--- src/mecm_pkg.sv ---
// ----------------------------------------------------------------------------
// mecm_pkg - shared types and constants
// Frame layout, command codes, register indexes and the records passed
// between the front, the engine and the result queue.
// ----------------------------------------------------------------------------
`default_nettype none

package mecm_pkg;

  localparam int ADDR_BITS  = 10;
  localparam int DATA_BITS  = 16;
  localparam int FRAME_BITS = 3 + ADDR_BITS + DATA_BITS;
  localparam int CNT_BITS   = 5;   // holds FRAME_BITS
  localparam int CFG_BITS   = 16;

  // command codes
  localparam logic [2:0] CMD_READ  = 3'd0;
  localparam logic [2:0] CMD_WRITE = 3'd1;
  localparam logic [2:0] CMD_EWEN  = 3'd2;
  localparam logic [2:0] CMD_EWDS  = 3'd3;
  localparam logic [2:0] CMD_ERASE = 3'd4;
  localparam logic [2:0] CMD_ERAL  = 3'd5;
  localparam logic [2:0] CMD_BUSY  = 3'd6;

  // start bit plus opcode
  localparam logic [2:0] OP_READ  = 3'b110;
  localparam logic [2:0] OP_WRITE = 3'b101;
  localparam logic [2:0] OP_EXT   = 3'b100;
  localparam logic [2:0] OP_ERASE = 3'b111;

  // extended-opcode address patterns
  localparam logic [ADDR_BITS-1:0] ADDR_EWEN = {2'b11, {(ADDR_BITS-2){1'b0}}};
  localparam logic [ADDR_BITS-1:0] ADDR_EWDS = '0;
  localparam logic [ADDR_BITS-1:0] ADDR_ERAL = {2'b10, {(ADDR_BITS-2){1'b0}}};

  localparam logic [CNT_BITS-1:0] LEN_LONG  = CNT_BITS'(FRAME_BITS);
  localparam logic [CNT_BITS-1:0] LEN_SHORT = CNT_BITS'(3 + ADDR_BITS);
  localparam logic [CNT_BITS-1:0] DATA_CNT  = CNT_BITS'(DATA_BITS);

  // configuration register indexes
  localparam logic CFG_POLL_INTERVAL = 1'b0;
  localparam logic CFG_POLL_LIMIT    = 1'b1;

  localparam logic [CFG_BITS-1:0] POLL_INTERVAL_RST = 16'd100;
  localparam logic [CFG_BITS-1:0] POLL_LIMIT_RST    = 16'd10000;

  typedef enum logic {
    ITEM_START = 1'b0,
    ITEM_TICK  = 1'b1
  } item_kind_t;

  typedef struct packed {
    item_kind_t                kind;
    logic [2:0]                cmd;
    logic [FRAME_BITS-1:0]     frame;
    logic [CNT_BITS-1:0]       len;
    logic                      sdo;
  } item_t;

  typedef struct packed {
    logic                  chip_select;
    logic                  data_out_bit;
    logic                  clock_pulse;
    logic                  frame_done;
    logic [DATA_BITS-1:0]  read_value;
    logic                  status;
  } res_t;

  function automatic logic [FRAME_BITS-1:0] frame_word(
    input logic [2:0]           op,
    input logic [ADDR_BITS-1:0] addr,
    input logic [DATA_BITS-1:0] data
  );
    frame_word = {op, addr, data};
  endfunction

endpackage

`default_nettype wire

--- src/mecm_front.sv ---
// ----------------------------------------------------------------------------
// mecm_front - input stage
// Accepts items, builds the frame pattern for commands, drops unknown
// commands and holds the classified items in a two-entry queue.
// ----------------------------------------------------------------------------
`default_nettype none

module mecm_front (
  input  wire logic                            clk,
  input  wire logic                            rst_n,
  input  wire logic                            in_push,
  output logic                                 in_full,
  input  wire logic                            in_func,
  input  wire logic [2:0]                      in_command,
  input  wire logic [mecm_pkg::ADDR_BITS-1:0]  in_address,
  input  wire logic [mecm_pkg::DATA_BITS-1:0]  in_write_data,
  input  wire logic                            in_sdo,
  output logic                                 q_valid,
  output mecm_pkg::item_t                      q_item,
  input  wire logic                            q_pop
);

  mecm_pkg::item_t item;
  logic            keep;
  logic            push_en;

  mecm_pkg::item_t mem_r [2];
  logic            wr_ptr_r, wr_ptr_nxt;
  logic            rd_ptr_r, rd_ptr_nxt;
  logic [1:0]      cnt_r, cnt_nxt;

  // classify
  always_comb begin
    item       = '0;
    keep       = 1'b1;
    item.sdo   = in_sdo;
    item.cmd   = in_command;
    item.len   = mecm_pkg::LEN_SHORT;
    if (in_func) begin
      item.kind = mecm_pkg::ITEM_TICK;
    end else begin
      item.kind = mecm_pkg::ITEM_START;
      case (in_command)
        mecm_pkg::CMD_READ: begin
          item.frame = mecm_pkg::frame_word(mecm_pkg::OP_READ, in_address, '0);
          item.len   = mecm_pkg::LEN_LONG;
        end
        mecm_pkg::CMD_WRITE: begin
          item.frame = mecm_pkg::frame_word(mecm_pkg::OP_WRITE, in_address, in_write_data);
          item.len   = mecm_pkg::LEN_LONG;
        end
        mecm_pkg::CMD_EWEN:
          item.frame = mecm_pkg::frame_word(mecm_pkg::OP_EXT, mecm_pkg::ADDR_EWEN, '0);
        mecm_pkg::CMD_EWDS:
          item.frame = mecm_pkg::frame_word(mecm_pkg::OP_EXT, mecm_pkg::ADDR_EWDS, '0);
        mecm_pkg::CMD_ERASE:
          item.frame = mecm_pkg::frame_word(mecm_pkg::OP_ERASE, in_address, '0);
        mecm_pkg::CMD_ERAL:
          item.frame = mecm_pkg::frame_word(mecm_pkg::OP_EXT, mecm_pkg::ADDR_ERAL, '0);
        mecm_pkg::CMD_BUSY: begin
          item.frame = '0;
          item.len   = '0;
        end
        default: keep = 1'b0;   // unknown command has no effect
      endcase
    end
  end

  assign in_full = (cnt_r == 2'd2);
  assign push_en = in_push && !in_full && keep;
  assign q_valid = (cnt_r != 2'd0);
  assign q_item  = mem_r[rd_ptr_r];

  always_comb begin
    wr_ptr_nxt = wr_ptr_r ^ push_en;
    rd_ptr_nxt = rd_ptr_r ^ q_pop;
    cnt_nxt    = cnt_r + {1'b0, push_en} - {1'b0, q_pop};
  end

  always_ff @(posedge clk) begin
    if (!rst_n) begin
      wr_ptr_r <= 1'b0;
      rd_ptr_r <= 1'b0;
      cnt_r    <= 2'd0;
    end else begin
      wr_ptr_r <= wr_ptr_nxt;
      rd_ptr_r <= rd_ptr_nxt;
      cnt_r    <= cnt_nxt;
    end
  end

  always_ff @(posedge clk) begin
    if (push_en) begin
      mem_r[wr_ptr_r] <= item;
    end
  end

endmodule

`default_nettype wire

--- src/mecm_engine.sv ---
// ----------------------------------------------------------------------------
// mecm_engine - frame sequencer
// Holds the frame state and poll registers, runs one queued item per cycle
// unless a tick meets a full result queue; one pin-slot result per tick.
// ----------------------------------------------------------------------------
`default_nettype none

module mecm_engine (
  input  wire logic                            clk,
  input  wire logic                            rst_n,
  input  wire logic                            cfg_we,
  input  wire logic                            cfg_index,
  input  wire logic [mecm_pkg::CFG_BITS-1:0]   cfg_data,
  input  wire logic                            q_valid,
  input  wire mecm_pkg::item_t                 q_item,
  output logic                                 q_pop,
  input  wire logic                            res_full,
  output logic                                 res_push,
  output mecm_pkg::res_t                       res
);

  logic [mecm_pkg::CFG_BITS-1:0]    poll_interval_r;
  logic [mecm_pkg::CFG_BITS-1:0]    poll_limit_r;

  logic                             active_r, active_nxt;
  logic [2:0]                       cmd_r, cmd_nxt;
  logic [mecm_pkg::FRAME_BITS-1:0]  out_shift_r, out_shift_nxt;
  logic [mecm_pkg::CNT_BITS-1:0]    bit_cnt_r, bit_cnt_nxt;
  logic [mecm_pkg::DATA_BITS-1:0]   in_shift_r, in_shift_nxt;
  logic [mecm_pkg::CFG_BITS-1:0]    poll_rem_r, poll_rem_nxt;
  logic [mecm_pkg::CFG_BITS-1:0]    ivl_cnt_r, ivl_cnt_nxt;

  logic is_tick;
  logic done;

  assign is_tick  = (q_item.kind == mecm_pkg::ITEM_TICK);
  assign q_pop    = q_valid && (!is_tick || !res_full);
  assign res_push = q_pop && is_tick;

  always_comb begin
    active_nxt    = active_r;
    cmd_nxt       = cmd_r;
    out_shift_nxt = out_shift_r;
    bit_cnt_nxt   = bit_cnt_r;
    in_shift_nxt  = in_shift_r;
    poll_rem_nxt  = poll_rem_r;
    ivl_cnt_nxt   = ivl_cnt_r;
    done          = 1'b0;
    res           = '0;

    if (q_pop) begin
      if (!is_tick) begin
        if (!active_r) begin
          active_nxt    = 1'b1;
          cmd_nxt       = q_item.cmd;
          out_shift_nxt = q_item.frame;
          bit_cnt_nxt   = q_item.len;
          in_shift_nxt  = '0;
          poll_rem_nxt  = poll_limit_r;
          ivl_cnt_nxt   = '0;
        end
      end else if (active_r) begin
        res.chip_select = 1'b1;
        if (cmd_r == mecm_pkg::CMD_BUSY) begin
          if (ivl_cnt_r == '0) begin
            // limit checked before the ready sample
            poll_rem_nxt = poll_rem_r - 1'b1;
            if (poll_rem_nxt == '0) begin
              done       = 1'b1;
              res.status = 1'b1;
            end else if (q_item.sdo) begin
              done = 1'b1;
            end else begin
              ivl_cnt_nxt = (poll_interval_r == '0) ? '0 : poll_interval_r - 1'b1;
            end
          end else begin
            ivl_cnt_nxt = ivl_cnt_r - 1'b1;
          end
        end else begin
          res.clock_pulse  = 1'b1;
          res.data_out_bit = out_shift_r[mecm_pkg::FRAME_BITS-1];
          out_shift_nxt    = {out_shift_r[mecm_pkg::FRAME_BITS-2:0], 1'b0};
          if (cmd_r == mecm_pkg::CMD_READ && bit_cnt_r <= mecm_pkg::DATA_CNT) begin
            in_shift_nxt = {in_shift_r[mecm_pkg::DATA_BITS-2:0], q_item.sdo};
          end
          bit_cnt_nxt = bit_cnt_r - 1'b1;
          if (bit_cnt_nxt == '0) begin
            done = 1'b1;
            if (cmd_r == mecm_pkg::CMD_READ) begin
              res.read_value = in_shift_nxt;
            end
          end
        end
        res.frame_done = done;
        if (done) begin
          active_nxt = 1'b0;
        end
      end
    end
  end

  always_ff @(posedge clk) begin
    if (!rst_n) begin
      poll_interval_r <= mecm_pkg::POLL_INTERVAL_RST;
      poll_limit_r    <= mecm_pkg::POLL_LIMIT_RST;
      active_r        <= 1'b0;
      cmd_r           <= '0;
      out_shift_r     <= '0;
      bit_cnt_r       <= '0;
      in_shift_r      <= '0;
      poll_rem_r      <= '0;
      ivl_cnt_r       <= '0;
    end else begin
      if (cfg_we && cfg_index == mecm_pkg::CFG_POLL_INTERVAL) begin
        poll_interval_r <= cfg_data;
      end
      if (cfg_we && cfg_index == mecm_pkg::CFG_POLL_LIMIT) begin
        poll_limit_r <= cfg_data;
      end
      active_r    <= active_nxt;
      cmd_r       <= cmd_nxt;
      out_shift_r <= out_shift_nxt;
      bit_cnt_r   <= bit_cnt_nxt;
      in_shift_r  <= in_shift_nxt;
      poll_rem_r  <= poll_rem_nxt;
      ivl_cnt_r   <= ivl_cnt_nxt;
    end
  end

endmodule

`default_nettype wire

--- src/mecm_outq.sv ---
// ----------------------------------------------------------------------------
// mecm_outq - result queue
// Two-entry queue of pin-slot results between the engine and the user.
// ----------------------------------------------------------------------------
`default_nettype none

module mecm_outq (
  input  wire logic            clk,
  input  wire logic            rst_n,
  input  wire logic            push,
  input  wire mecm_pkg::res_t  din,
  output logic                 full,
  output logic                 empty,
  input  wire logic            pop,
  output mecm_pkg::res_t       dout
);

  mecm_pkg::res_t mem_r [2];
  logic           wr_ptr_r, wr_ptr_nxt;
  logic           rd_ptr_r, rd_ptr_nxt;
  logic [1:0]     cnt_r, cnt_nxt;
  logic           pop_en;

  assign full   = (cnt_r == 2'd2);
  assign empty  = (cnt_r == 2'd0);
  assign pop_en = pop && !empty;
  assign dout   = mem_r[rd_ptr_r];

  always_comb begin
    wr_ptr_nxt = wr_ptr_r ^ push;
    rd_ptr_nxt = rd_ptr_r ^ pop_en;
    cnt_nxt    = cnt_r + {1'b0, push} - {1'b0, pop_en};
  end

  always_ff @(posedge clk) begin
    if (!rst_n) begin
      wr_ptr_r <= 1'b0;
      rd_ptr_r <= 1'b0;
      cnt_r    <= 2'd0;
    end else begin
      wr_ptr_r <= wr_ptr_nxt;
      rd_ptr_r <= rd_ptr_nxt;
      cnt_r    <= cnt_nxt;
    end
  end

  always_ff @(posedge clk) begin
    if (push) begin
      mem_r[wr_ptr_r] <= din;
    end
  end

endmodule

`default_nettype wire

--- src/microwire_eeprom_command_master.sv ---
// ----------------------------------------------------------------------------
// microwire_eeprom_command_master - serial EEPROM command master
// Turns command and tick items into per-slot pin levels for a three-wire
// serial EEPROM: frame shifting, read assembly and busy polling.
// ----------------------------------------------------------------------------
// Usage: push a command item (in_func = 0) to open a frame, then one tick
// item (in_func = 1) per bit-clock slot; each tick yields exactly one
// result transfer carrying select, data, clock pulse and end-of-frame
// flags, while command items yield none. A command pushed while a frame is
// open, or command code 7, is dropped. Throughput is one item per clock on
// both sides while the result side is not stalled; a tick is registered in
// the input queue, then the engine pushes its result into the result
// queue, whose head drives the result ports. Both queues are two entries
// deep, so in_full only rises when the result side is stalled. Write
// poll_interval and poll_limit only while no frame is in flight.
// ----------------------------------------------------------------------------
`default_nettype none

module microwire_eeprom_command_master (
  input  wire logic                            clk,
  input  wire logic                            rst_n,
  // configuration
  input  wire logic                            cfg_we,
  input  wire logic                            cfg_index,
  input  wire logic [mecm_pkg::CFG_BITS-1:0]   cfg_data,
  // input items
  input  wire logic                            in_push,
  output logic                                 in_full,
  input  wire logic                            in_func,
  input  wire logic [2:0]                      in_command,
  input  wire logic [mecm_pkg::ADDR_BITS-1:0]  in_address,
  input  wire logic [mecm_pkg::DATA_BITS-1:0]  in_write_data,
  input  wire logic                            in_sdo,
  // results
  output logic                                 out_empty,
  input  wire logic                            out_pop,
  output logic                                 out_chip_select,
  output logic                                 out_data_out_bit,
  output logic                                 out_clock_pulse,
  output logic                                 out_frame_done,
  output logic [mecm_pkg::DATA_BITS-1:0]       out_read_value,
  output logic                                 out_status
);

  logic            q_valid;
  logic            q_pop;
  mecm_pkg::item_t q_item;
  logic            res_full;
  logic            res_push;
  mecm_pkg::res_t  res;
  mecm_pkg::res_t  head;

  // front: classify and buffer
  mecm_front u_front (
    .clk           (clk),
    .rst_n         (rst_n),
    .in_push       (in_push),
    .in_full       (in_full),
    .in_func       (in_func),
    .in_command    (in_command),
    .in_address    (in_address),
    .in_write_data (in_write_data),
    .in_sdo        (in_sdo),
    .q_valid       (q_valid),
    .q_item        (q_item),
    .q_pop         (q_pop)
  );

  // back: frame sequencing, one item per cycle; ticks wait on a full outq
  mecm_engine u_engine (
    .clk       (clk),
    .rst_n     (rst_n),
    .cfg_we    (cfg_we),
    .cfg_index (cfg_index),
    .cfg_data  (cfg_data),
    .q_valid   (q_valid),
    .q_item    (q_item),
    .q_pop     (q_pop),
    .res_full  (res_full),
    .res_push  (res_push),
    .res       (res)
  );

  // holds up to two results so the engine can run on while the reader stalls
  mecm_outq u_outq (
    .clk   (clk),
    .rst_n (rst_n),
    .push  (res_push),
    .din   (res),
    .full  (res_full),
    .empty (out_empty),
    .pop   (out_pop),
    .dout  (head)
  );

  assign out_chip_select  = head.chip_select;
  assign out_data_out_bit = head.data_out_bit;
  assign out_clock_pulse  = head.clock_pulse;
  assign out_frame_done   = head.frame_done;
  assign out_read_value   = head.read_value;
  assign out_status       = head.status;

endmodule

`default_nettype wire

--- config.mk ---
export PLATFORM = sky130hd
export DESIGN_NAME = microwire_eeprom_command_master
export DESIGN_NICKNAME = d
export VERILOG_FILES = /design/src/mecm_pkg.sv /design/src/mecm_front.sv /design/src/mecm_engine.sv /design/src/mecm_outq.sv /design/src/microwire_eeprom_command_master.sv
export SDC_FILE = /design/constraint.sdc
export NUM_CORES = 1
export LEC_CHECK = 0
export BUFFER_PORTS_ARGS = -buffer_cell sky130_fd_sc_hd__buf_2
export CAP_MARGIN = 20
export CORE_MARGIN = 4
export CORE_UTILIZATION = 45
export CTS_CLUSTER_SIZE = 10
export DETAILED_ROUTE_END_ITERATION = 10
export PLACE_DENSITY = 0.71
export SLEW_MARGIN = 40
export SYNTH_ARGS = -nofsm -noshare
export SYNTH_HDL_FRONTEND = slang
export SYNTH_SLANG_ARGS = --single-unit
--- constraint.sdc ---
create_clock -name clk -period 3.25 [get_ports clk]
set_clock_uncertainty 0.1 [all_clocks]
set_input_delay 0.1625 -clock clk [delete_from_list [all_inputs] [get_ports clk]]
set_output_delay 0.1625 -clock clk [all_outputs]
set_load 0.005 [all_outputs]
==> results of run 1 <==
==> path summary, 6_finish.rpt <==
kind	depth (start not counted)	slack, ns	startpoint	end
min	1	0.05	in_command[0]	u_front.mem_r[1][35]
min reg2reg	2	0.36	u_engine.out_shift_r[22]	u_engine.out_shift_r[22]
max reg2reg	12	0.14	u_engine.ivl_cnt_r[0]	u_engine.ivl_cnt_r[13]
max	12	0.14	u_engine.ivl_cnt_r[0]	u_engine.ivl_cnt_r[13]
==> kinds of logic (layout without fill, tap and decap cells) <==
logic type	Yosys count	after routing	share of synthesized area, %
flip-flops	242	242	53.7
XOR/XNOR	31	31	2.43
multiplexers	59	59	5.55
AND/OR/NAND/NOR	430	430	18.5
adder cells (fa/ha/maj)	18	18	2.02
buffers and inverters	95	242	3.33
AO/OA/AOI/OAI	239	239	14.6
==> worst max-delay path, delay by kind of cell (launching register included) <==
family / cells / cell delay (ns)
and+or+nand+nor: 7 / 2.01
DFF: 1 / 0.33
buffers and inverters: 3 / 0.30
adders and majority gates: 1 / 0.18
AOI/OAI and AO/OA: 1 / 0.13
==> power groups by stage <==
stage                     logic, mW  clock network [mW]  registers [mW]
after CTS                      5.43                2.83            4.19
after detailed placement       5.32                   0            4.25
after global routing           6.23                2.97            4.27
after floorplan                3.85                   0            4.09
after global placement         5.27                   0            4.22
final                          5.56                2.76            4.20
==> flip-flops by register name, indices dropped and copies added, names as in the netlist, named ones only <==
signal / count
u_engine.poll_limit_r: 16
u_outq.cnt_r: 2
u_front.wr_ptr_r: 1
u_front.mem_r: 72
u_outq.mem_r: 42
u_engine.out_shift_r: 29
u_outq.rd_ptr_r: 1
u_engine.active_r: 1
u_outq.wr_ptr_r: 1
u_engine.poll_rem_r: 16
u_engine.in_shift_r: 16
u_engine.ivl_cnt_r: 16
u_front.rd_ptr_r: 1
u_front.cnt_r: 2
u_engine.bit_cnt_r: 5
u_engine.cmd_r: 3
u_engine.poll_interval_r: 16
==> layout make-up <==
| cell class | instances | area, sq um |
|---|---|---|
| fillers | 2076 | 10900 |
| flip-flops and latches | 242 | 5990 |
| multi-input cells | 777 | 4840 |
| repair buffers | 170 | 1260 |
| clock buffers | 48 | 786 |
| well taps | 324 | 405 |
| inverters | 22 | 82.6 |
| clock inverters | 2 | 21.3 |
==> routing by layer <==
metal  vias up  GRT usage, %  wire, um
li1       4232             -         -
met1      4079          24.6     11000
met2       227          30.1     11900
met3        42          2.95      1360
met4         0          4.87       545
met5         -             0         0
==> Yosys cell counts (all sizes together) (2+ instances only) <==
master / count / share of area (%)
a21boi: 62 / 4.2
a21o: 3 / 0.20
a21oi: 45 / 2.1
a22oi: 30 / 2.0
a31oi: 4 / 0.22
a32o: 4 / 0.36
and2: 24 / 1.3
and3: 17 / 0.95
buf: 8 / 0.40
clkbuf: 65 / 2.2
dfxtp: 128 / 23
edfxtp: 114 / 31
ha: 18 / 2.0
inv: 22 / 0.74
mux2: 23 / 2.3
mux2i: 36 / 3.2
nand2: 204 / 6.9
nand2b: 8 / 0.45
nand3: 22 / 0.99
nand3b: 2 / 0.13
nand4: 6 / 0.39
nor2: 52 / 1.7
nor2b: 23 / 1.3
nor3: 28 / 1.3
nor3b: 2 / 0.13
nor4: 11 / 0.62
nor4b: 3 / 0.37
o211ai: 31 / 2.1
o21ai: 34 / 1.5
o221a: 3 / 0.30
o22ai: 6 / 0.34
o2bb2ai: 2 / 0.16
o31ai: 6 / 0.40
or2: 3 / 0.17
or3: 14 / 0.79
or4: 5 / 0.37
xnor2: 15 / 1.2
xor2: 16 / 1.3
==> timing repair <==
action                     CTS  global route
pin swaps                    0             3
cloned                       0             1
hold buffers                55             0
resized for setup            1             4
setup endpoints to repair    2            16
buffers inserted             0             2
hold endpoints to repair   101             0
==> results.cfg, run 1 <==
[pwr]
pwr_density_cell_mw_per_mm2 = 935
ir_drop_v = 0.000581
p_int_mw = 7.77
pwr-share-seq_pct = 33.5
total_power_mw = 12.5
power_frac_comb_pct = 44.4
clockPowerShare_pct = 22.1
p_sw_mw = 4.75
switching_share_pct = 37.9
p_leak_nw = 4.97

[placed_design]
place_congestion = 0.874
port_buffers = 75
dpl-instance-area_sq_mm = 0.0120
pre_cts_ws_ns = 0.00599
dp.cells = 1477
post-dp-hpwl_mm = 15.5

[layout]
fin_nets = 1312
fin_area_sq_mm = 0.0134
stdcell_count = 1585
drive_above_1_share_pct = 15.3
layout_common_cells = nand2_1, dfxtp_1, edfxtp_1
layout_commonest_cell = nand2_1
syn_to_final_growth_pct = 20.0
fin_util_pct = 55.0
antenna_cells = 0

[critical_path]
crit_chain = inv_2 > ha_2 > or3b_1 > or4_4 > or3_4 > nor4b_4 > nand4_2 > nand2_4 > buf_4 > buf_4 > nand2_1 > a21boi_1
start_kind = flop
worst_ep_arrival_time_ns = 3.47
cp_max_fo = 8
cp_common_cell = buf_4
slowest_stage = or4_4
endpoint_kind = flop
path_class = flop to flop
critPathRequiredTime_ns = 3.61
critPathMaxStageDelay_ns = 0.51

[logic_synthesis]
synth_nets = 1185
syn-cell-area_sq_mm = 0.0112
seq_area_frac_synth_pct = 53.7
ys.flop_type = dfxtp_1
yosysWarnings = 0
ys_ff_latch = 242
synthArstFlopShare_pct = 0
syn_inst = 1114
synth_cell_types = 65
synth-edff-count = 114
synth_area_per_cell_sq_um = 10.0

[route]
viasPerCell = 5.41
vias = 8580
postRouteAntennaNets = 0
drc = 0
first_pass_iters = 5
routedWlPerCell_um = 15.6
drt_iter0_drc = 608
drt-total-wl_mm = 24.8

[clock_tree]
clockBufferDepth = 3
cts_tree = yes
clk_latency_ns = 0.53
root_buffer = clkbuf_16
cts_buffers = 28
clk_pin_slew_worst_paths_ns = 0.06
cts.sinks = 242
cts_max_level = 1

[global_route]
grt_pass1_wl_mm = 40.8
grtUsageTotal_pct = 18.1
antenna_found_initial = 0
overflow = 0
first_global_vias = 8240
grt_max_degree = 84

[die]
io-pin-count = 76
fp-row-count = 57
die-width_um = 165
die-area_sq_mm = 0.0274
dieHeight_um = 165
core_area_sq_mm = 0.0243
start_util_pct = 45.9

[sta]
slew_headroom_pct = 46.3
rsz0062_at_grt = false
finalCriticalPeriod_ns = 3.11
hold_viol_final = 0
fin_tns_setup_ns = 0
whs_ns = 0.0482
setup_slack_ns = 0.138
finalCritPeriodShare_pct = 95.8
setup_viol_count_final = 0
drv_slew = 0
clock.fmax_ghz = 0.321
tightest_slew_ns = 0.806

[flow_run]
drv_cap = 0

[min_path]
hold_class = input pin to flop

[status]
status = completed
Note: power is estimated with default switching activity, not from simulation.
==> run 2, diff against run 1 <==
--- a/config.mk
+++ b/config.mk
@@ -7,6 +7,7 @@
 export LEC_CHECK = 0
 export BUFFER_PORTS_ARGS = -buffer_cell sky130_fd_sc_hd__buf_2
 export CAP_MARGIN = 20
+export CORE_ASPECT_RATIO = 0.9
 export CORE_MARGIN = 4
 export CORE_UTILIZATION = 45
 export CTS_CLUSTER_SIZE = 10
==> run 2 against run 1 <==
Effect of this change:
- setup slack worse by 0.011 ns
- final area is 1.0% lower
- die area hardly changed
- global-route usage is 0.26 points lower
- combinational power is 2% lower
- routed wire length is 0.84% lower
- highest routed layer unchanged
==> results.cfg, run 2 (synthesis results as in run 1) <==
[status]
status = completed

[clock_tree]
clockBufferDepth = 3
cts_tree = yes
clk_pin_slew_worst_paths_ns = 0.06
cts_max_level = 1
root_buffer = clkbuf_16
cts_buffers = 28
cts.sinks = 242
clk_latency_ns = 0.54

[critical_path]
critPathMaxStageDelay_ns = 0.52
start_kind = flop
cp_num_cells = 11
crit_buf_inv = 2
path_class = flop to flop
endpoint_kind = flop
reg2reg_to = u_engine.ivl_cnt_r[15]
slowest_stage = or4_4
ff2ff_path_depth = 11
cp_max_fo = 8
crit_chain = inv_2 > ha_2 > or3b_4 > or4_4 > or3_4 > o21ai_0 > a21oi_1 > nand2_2 > buf_4 > nor2_1 > o221a_1
crit_start = u_engine.ivl_cnt_r[0]
critPathRequiredTime_ns = 3.58
rrSetupSlack_ns = 0.13
worst_ep_arrival_time_ns = 3.45
regToRegStartpoint = u_engine.ivl_cnt_r[0]
cpLargestDelayFamily = simple AND/OR/NAND/NOR gates

[placed_design]
port_buffers = 75
place_congestion = 0.901
post-dp-hpwl_mm = 15.2

[global_route]
grt_max_degree = 90
first_global_vias = 8157
overflow = 0
grtUsageTotal_pct = 17.8
antenna_found_initial = 0
grt_pass1_wl_mm = 40.8

[pwr]
p_leak_nw = 4.91
clockPowerShare_pct = 22.8
switching_share_pct = 38.0
p_int_mw = 7.72
ir_drop_v = 0.000603
p_sw_mw = 4.74
power_frac_comb_pct = 43.6
pwr_density_cell_mw_per_mm2 = 941
pwr-share-seq_pct = 33.6

[die]
core_area_sq_mm = 0.0243
die-area_sq_mm = 0.0274
fp-row-count = 54
dieHeight_um = 157
start_util_pct = 45.9
die-width_um = 174
io-pin-count = 76

[layout]
layout_commonest_cell = nand2_1
fin_nets = 1298
layout_common_cells = nand2_1, dfxtp_1, edfxtp_1
drive_above_1_share_pct = 14.8
regArea_sq_mm = 0.00599
regMostFlops = u_front.mem_r
syn_to_final_growth_pct = 18.7
fin_util_pct = 54.5
largest_reg_flops = 72
largest_registers = u_front.mem_r (72), u_outq.mem_r (42), u_engine.out_shift_r (29)
n_fill_cell = 2053
antenna_cells = 0
multi_input_area_sq_mm = 0.00484

[sta]
setup_viol_count_final = 0
drv_slew = 0
rsz0062_at_grt = false
tightest_slew_ns = 0.759
hold_viol_final = 0
slew_headroom_pct = 49.1
finalCritPeriodShare_pct = 96.1
clock.fmax_ghz = 0.320
finalCriticalPeriod_ns = 3.12
fin_tns_setup_ns = 0

[route]
routedWlPerCell_um = 15.8
first_pass_iters = 5
drt-total-wl_mm = 24.6
drt_iter0_drc = 747
vias = 8550
viasPerCell = 5.50
drc = 0
postRouteAntennaNets = 0

[min_path]
hold_class = input pin to flop
min_delay_path_depth = 4
worstHoldStart = out_pop
holdPathEnd = u_outq.rd_ptr_r

[flow_run]
drv_cap = 0
==> run 2: cell count changes in the layout (fill, tap and decap cells not counted), moves of 2 or more <==
| cell | delta |
|---|---|
| buf_4 | -10 |
| clkbuf_1 | -2 |
| dlygate4sd3_1 | -4 |
| buf_6 | +2 |
| clkbuf_8 | +3 |
==> run 2: worst max path at each step <==
stage	slack (ns)	endpoint
finish	0.13	u_engine.ivl_cnt_r[15]
global route	0.01	u_engine.ivl_cnt_r[3]
CTS	0.03	u_engine.ivl_cnt_r[15]
detailed placement	0.008	u_engine.ivl_cnt_r[8]
global placement	0.08	u_engine.ivl_cnt_r[15]
floorplan	0.04	u_engine.ivl_cnt_r[15]
==> run 2: cell type report <==
cell class,count,share of cell area (%)
Clock buffer,49,6.19
Timing Repair Buffer,156,8.44
Multi-Input combinational cell,777,36.5
Clock inverter,1,0.123
Sequential cell,242,45.2
Inverter,22,0.623
Tap cell,308,2.91
==> run 2: power by group through the flow <==
stage	Clock, mW	Sequential [mW]	Combinational, mW
3_5_place_dp	0	4.25	5.25
3_3_place_gp	0	4.22	5.18
6_report	2.84	4.19	5.43
2_1_floorplan	0	4.09	3.85
4_1_cts	2.91	4.19	5.37
5_1_grt	3.06	4.27	6.08
==> run 2: tightest hold or removal path: cells and delay by family <==
kind | cells | cell delay, ns
XOR/XNOR | 1 | 0.14
buffers and inverters | 1 | 0.10
AND/OR/NAND/NOR | 2 | 0.23
==> run 2: repair_timing <==
item                                    CTS  global route
hold buffers                             51             0
endpoints found under the hold margin   102             0
buffers inserted                          0             1
resized for setup                         1             6
endpoints found under the setup margin    3            18
pin swaps                                 0             4
==> run 2: metal layers <==
| layer | vias up | track usage (%) | share of wire (%) |
|---|---|---|---|
| li1 | 4217 | - | - |
| met1 | 4073 | 24.9 | 47 |
| met2 | 226 | 29.2 | 46 |
| met3 | 34 | 2.83 | 5.5 |
| met4 | 0 | 4.71 | 1.8 |
| met5 | - | 0 | 0 |
==> run 2: per-stage QoR <==
stage	cell area [sq um]	worst slack [ns]	std cells	power [mW]	hold slack [ns]
2_1_floorplan	11200	0.0396	1114	7.94	0.161
3_3_place_gp	11900	0.0824	1453	9.40	0.254
3_5_place_dp	11900	0.00828	1453	9.49	0.260
4_1_cts	13200	0.0327	1554	12.5	0.0299
5_1_grt	13200	0.0113	1555	13.4	0.0831
6_report	13200	0.127	1555	12.5	0.0499
==> run 3, diff against run 2 <==
--- a/config.mk
+++ b/config.mk
@@ -5,6 +5,7 @@
 export SDC_FILE = /design/constraint.sdc
 export NUM_CORES = 1
 export LEC_CHECK = 0
+export ABC_AREA = 1
 export BUFFER_PORTS_ARGS = -buffer_cell sky130_fd_sc_hd__buf_2
 export CAP_MARGIN = 20
 export CORE_ASPECT_RATIO = 0.9
@@ -12,7 +13,7 @@
 export CORE_UTILIZATION = 45
 export CTS_CLUSTER_SIZE = 10
 export DETAILED_ROUTE_END_ITERATION = 10
-export PLACE_DENSITY = 0.71
+export PLACE_DENSITY = 0.68
 export SLEW_MARGIN = 40
 export SYNTH_ARGS = -nofsm -noshare
 export SYNTH_HDL_FRONTEND = slang
==> constraint.sdc (replaced) <==
create_clock -name clk -period 3.3 [get_ports clk]
set_clock_uncertainty 0.1 [all_clocks]
set_input_delay 0.165 -clock clk [delete_from_list [all_inputs] [get_ports clk]]
set_output_delay 0.165 -clock clk [all_outputs]
set_load 0.005 [all_outputs]
==> run 3 against run 2 <==
Effect of this change:
- sequential share of layout area decreased by 0.42 points
- largest cell class unchanged
- flip-flop and latch count unchanged
- setup slack improved by 0.70 ns
- critical path depth shrank 1
- synthesized area rose by 2.0%
- maximum frequency grew 26%
- largest power group unchanged
- routed wire length is 5.1% higher
==> results.cfg, run 3 <==
[status]
status = completed

[global_route]
antenna_found_initial = 0
first_global_vias = 8867
overflow = 0
grt.met3_usage_pct = 2.57
grtUsageMet1_pct = 25.4
grtUsageTotal_pct = 18.3
grt_max_degree = 94
use_met2_pct = 30.5
grt.busiest_layer = met2
grt_pass1_wl_mm = 43.5

[layout]
fin_nets = 1561
fin_area_sq_mm = 0.0134
antenna_cells = 0
layout_common_cells = nand2_1, nor2_1, inv_1
regArea_sq_mm = 0.00599
layout_commonest_cell = nand2_1
regMostFlops = u_front.mem_r
fin_util_pct = 54.3
n_fill_cell = 2280
drive_above_1_share_pct = 11.1
syn_to_final_growth_pct = 17.5
largest_registers = u_front.mem_r (72), u_outq.mem_r (42), u_engine.out_shift_r (29)
largest_reg_flops = 72
multi_input_area_sq_mm = 0.00461

[critical_path]
worst_ep_arrival_time_ns = 2.70
crit_chain = inv_2 > nand2_1 > nand2_2 > nand3_1 > o21ai_2 > inv_2 > nand2_1 > nor2_1 > nand3b_1 > nor2_1
critPathRequiredTime_ns = 3.53
slowest_stage = nand3b_1
path_class = flop to flop
cp_max_fo = 16
endpoint_kind = flop
start_kind = flop
critPathMaxStageDelay_ns = 0.56

[logic_synthesis]
synthArstFlopShare_pct = 0
synth_top_area_share_pct = 30.1
yosysMostFrequentCell = nand2_1
ys.flop_type = dfxtp_1
synthTopCellsByArea = edfxtp_1, dfxtp_1, nand2_1
synth_common_cells = nand2_1, nor2_1, inv_1
synth_cell_types = 37
ys_ff_latch = 242
synth-edff-count = 114
synth_area_per_cell_sq_um = 8.24
yosys.area.top_type = edfxtp_1
yosysWarnings = 0
syn_inst = 1381
syn-cell-area_sq_mm = 0.0114
synth_nets = 1452
seq_area_frac_synth_pct = 52.6

[sta]
finalCriticalPeriod_ns = 2.47
clock.fmax_ghz = 0.405
finalCritPeriodShare_pct = 74.9
drv_slew = 0
rsz0062_at_grt = false
slew_headroom_pct = 49.2
setup_viol_count_final = 0
hold_viol_final = 0
fin_tns_setup_ns = 0
tightest_slew_ns = 0.759

[die]
die-area_sq_mm = 0.0279
die-width_um = 176
start_util_pct = 46.2
io-pin-count = 76
fp-row-count = 54
core_area_sq_mm = 0.0246
dieHeight_um = 159

[clock_tree]
clockBufferDepth = 3
root_buffer = clkbuf_16
clk_latency_ns = 0.53
cts.sinks = 242
clk_pin_slew_worst_paths_ns = 0.05
cts_max_level = 1
ctsResizeCount = 0
cts_tree = yes
cts_buffers = 28

[route]
drc = 0
vias = 9220
routedWlPerCell_um = 14.0
first_pass_iters = 5
drt-total-wl_mm = 25.8
postRouteAntennaNets = 0
drt_iter0_drc = 673
viasPerCell = 4.99

[pwr]
ir_drop_v = 0.000602
pwr_density_cell_mw_per_mm2 = 875
p_leak_nw = 5.43
total_power_mw = 11.7

[flow_run]
drv_cap = 0

[placed_design]
port_buffers = 75
dpl-instance-area_sq_mm = 0.0120
post-dp-hpwl_mm = 16.3
place_congestion = 0.897

[min_path]
hold_class = input pin to flop
## run 3: changes by cell type after synthesis, moves of 24 or more
cell      delta
nand2_1    +158
inv_1      +110
nor2_1      +99
o21ai_0     +86
a21boi_0    -56
mux2i_1     -36
nand3_1     +36
a31oi_1     +32
a21oi_1     +30
a22oi_1     -30
o211ai_1    -24
## run 3: logic make-up (layout without fill, tap and decap cells)
kind of cell / after synthesis / after routing / share of synthesized area (%)
XOR/XNOR: 20 / 20 / 1.54
multiplexers: 21 / 21 / 2.08
AO/OA/AOI/OAI: 246 / 246 / 11.6
flip-flops: 242 / 242 / 52.6
adder cells (fa/ha/maj): 18 / 18 / 1.98
buffers and inverters: 199 / 329 / 6.92
AND/OR/NAND/NOR: 635 / 635 / 23.3
## run 3: final timing paths
path | start | endpoint | slack (ns) | depth (start not counted)
min reg2reg | u_outq.rd_ptr_r | flop | 0.35 | 1
min | cfg_we | u_engine.poll_interval_r[8] | 0.05 | 5
max | flop | u_outq.mem_r[1][12] | 0.83 | 10
max reg2reg | flop | u_outq.mem_r[1][12] | 0.83 | 10
## run 3: where the power goes
group | switching, mW | internal (mW) | total (mW)
clock | 1.13 | 1.67 | 2.80
combinational | 3.01 | 1.61 | 4.62
sequential | 0.405 | 3.87 | 4.28
total | 4.55 | 7.15 | 11.7
## run 3: layer usage
layer,vias up,share of wire (%)
met4,0,2.2
li1,4782,-
met5,-,0
met1,4193,47
met3,38,4.5
met2,207,47
## run 3: repair_timing
action / CTS / global route
setup buffers: 0 / 0
hold buffers: 53 / 0
hold endpoints to repair: 104 / 0
## run 3: layout make-up
type                            instances  share of cell area, %
Sequential cell                       242                   44.8
Multi-Input combinational cell        940                   34.5
Timing Repair Buffer                  142                   7.59
Clock buffer                           51                   6.20
Inverter                              136                   3.82
Tap cell                              336                   3.15
## run 3: critical path, delay by kind of cell, from the launching register on
family,cells,cell delay (ns)
buffers and inverters,2,0.20
and+or+nand+nor,7,1.51
DFF,1,0.37
AOI/OAI and AO/OA,1,0.10
## run 3: stage by stage
stage | setup WS (ns) | cells | hold slack [ns]
floorplan | 0.939 | 1381 | 0.164
global placement | 0.945 | 1743 | 0.289
detailed placement | 0.861 | 1743 | 0.290
CTS | 0.837 | 1847 | 0.00440
global route | 0.542 | 1847 | 0.0782
finish | 0.830 | 1847 | 0.0503
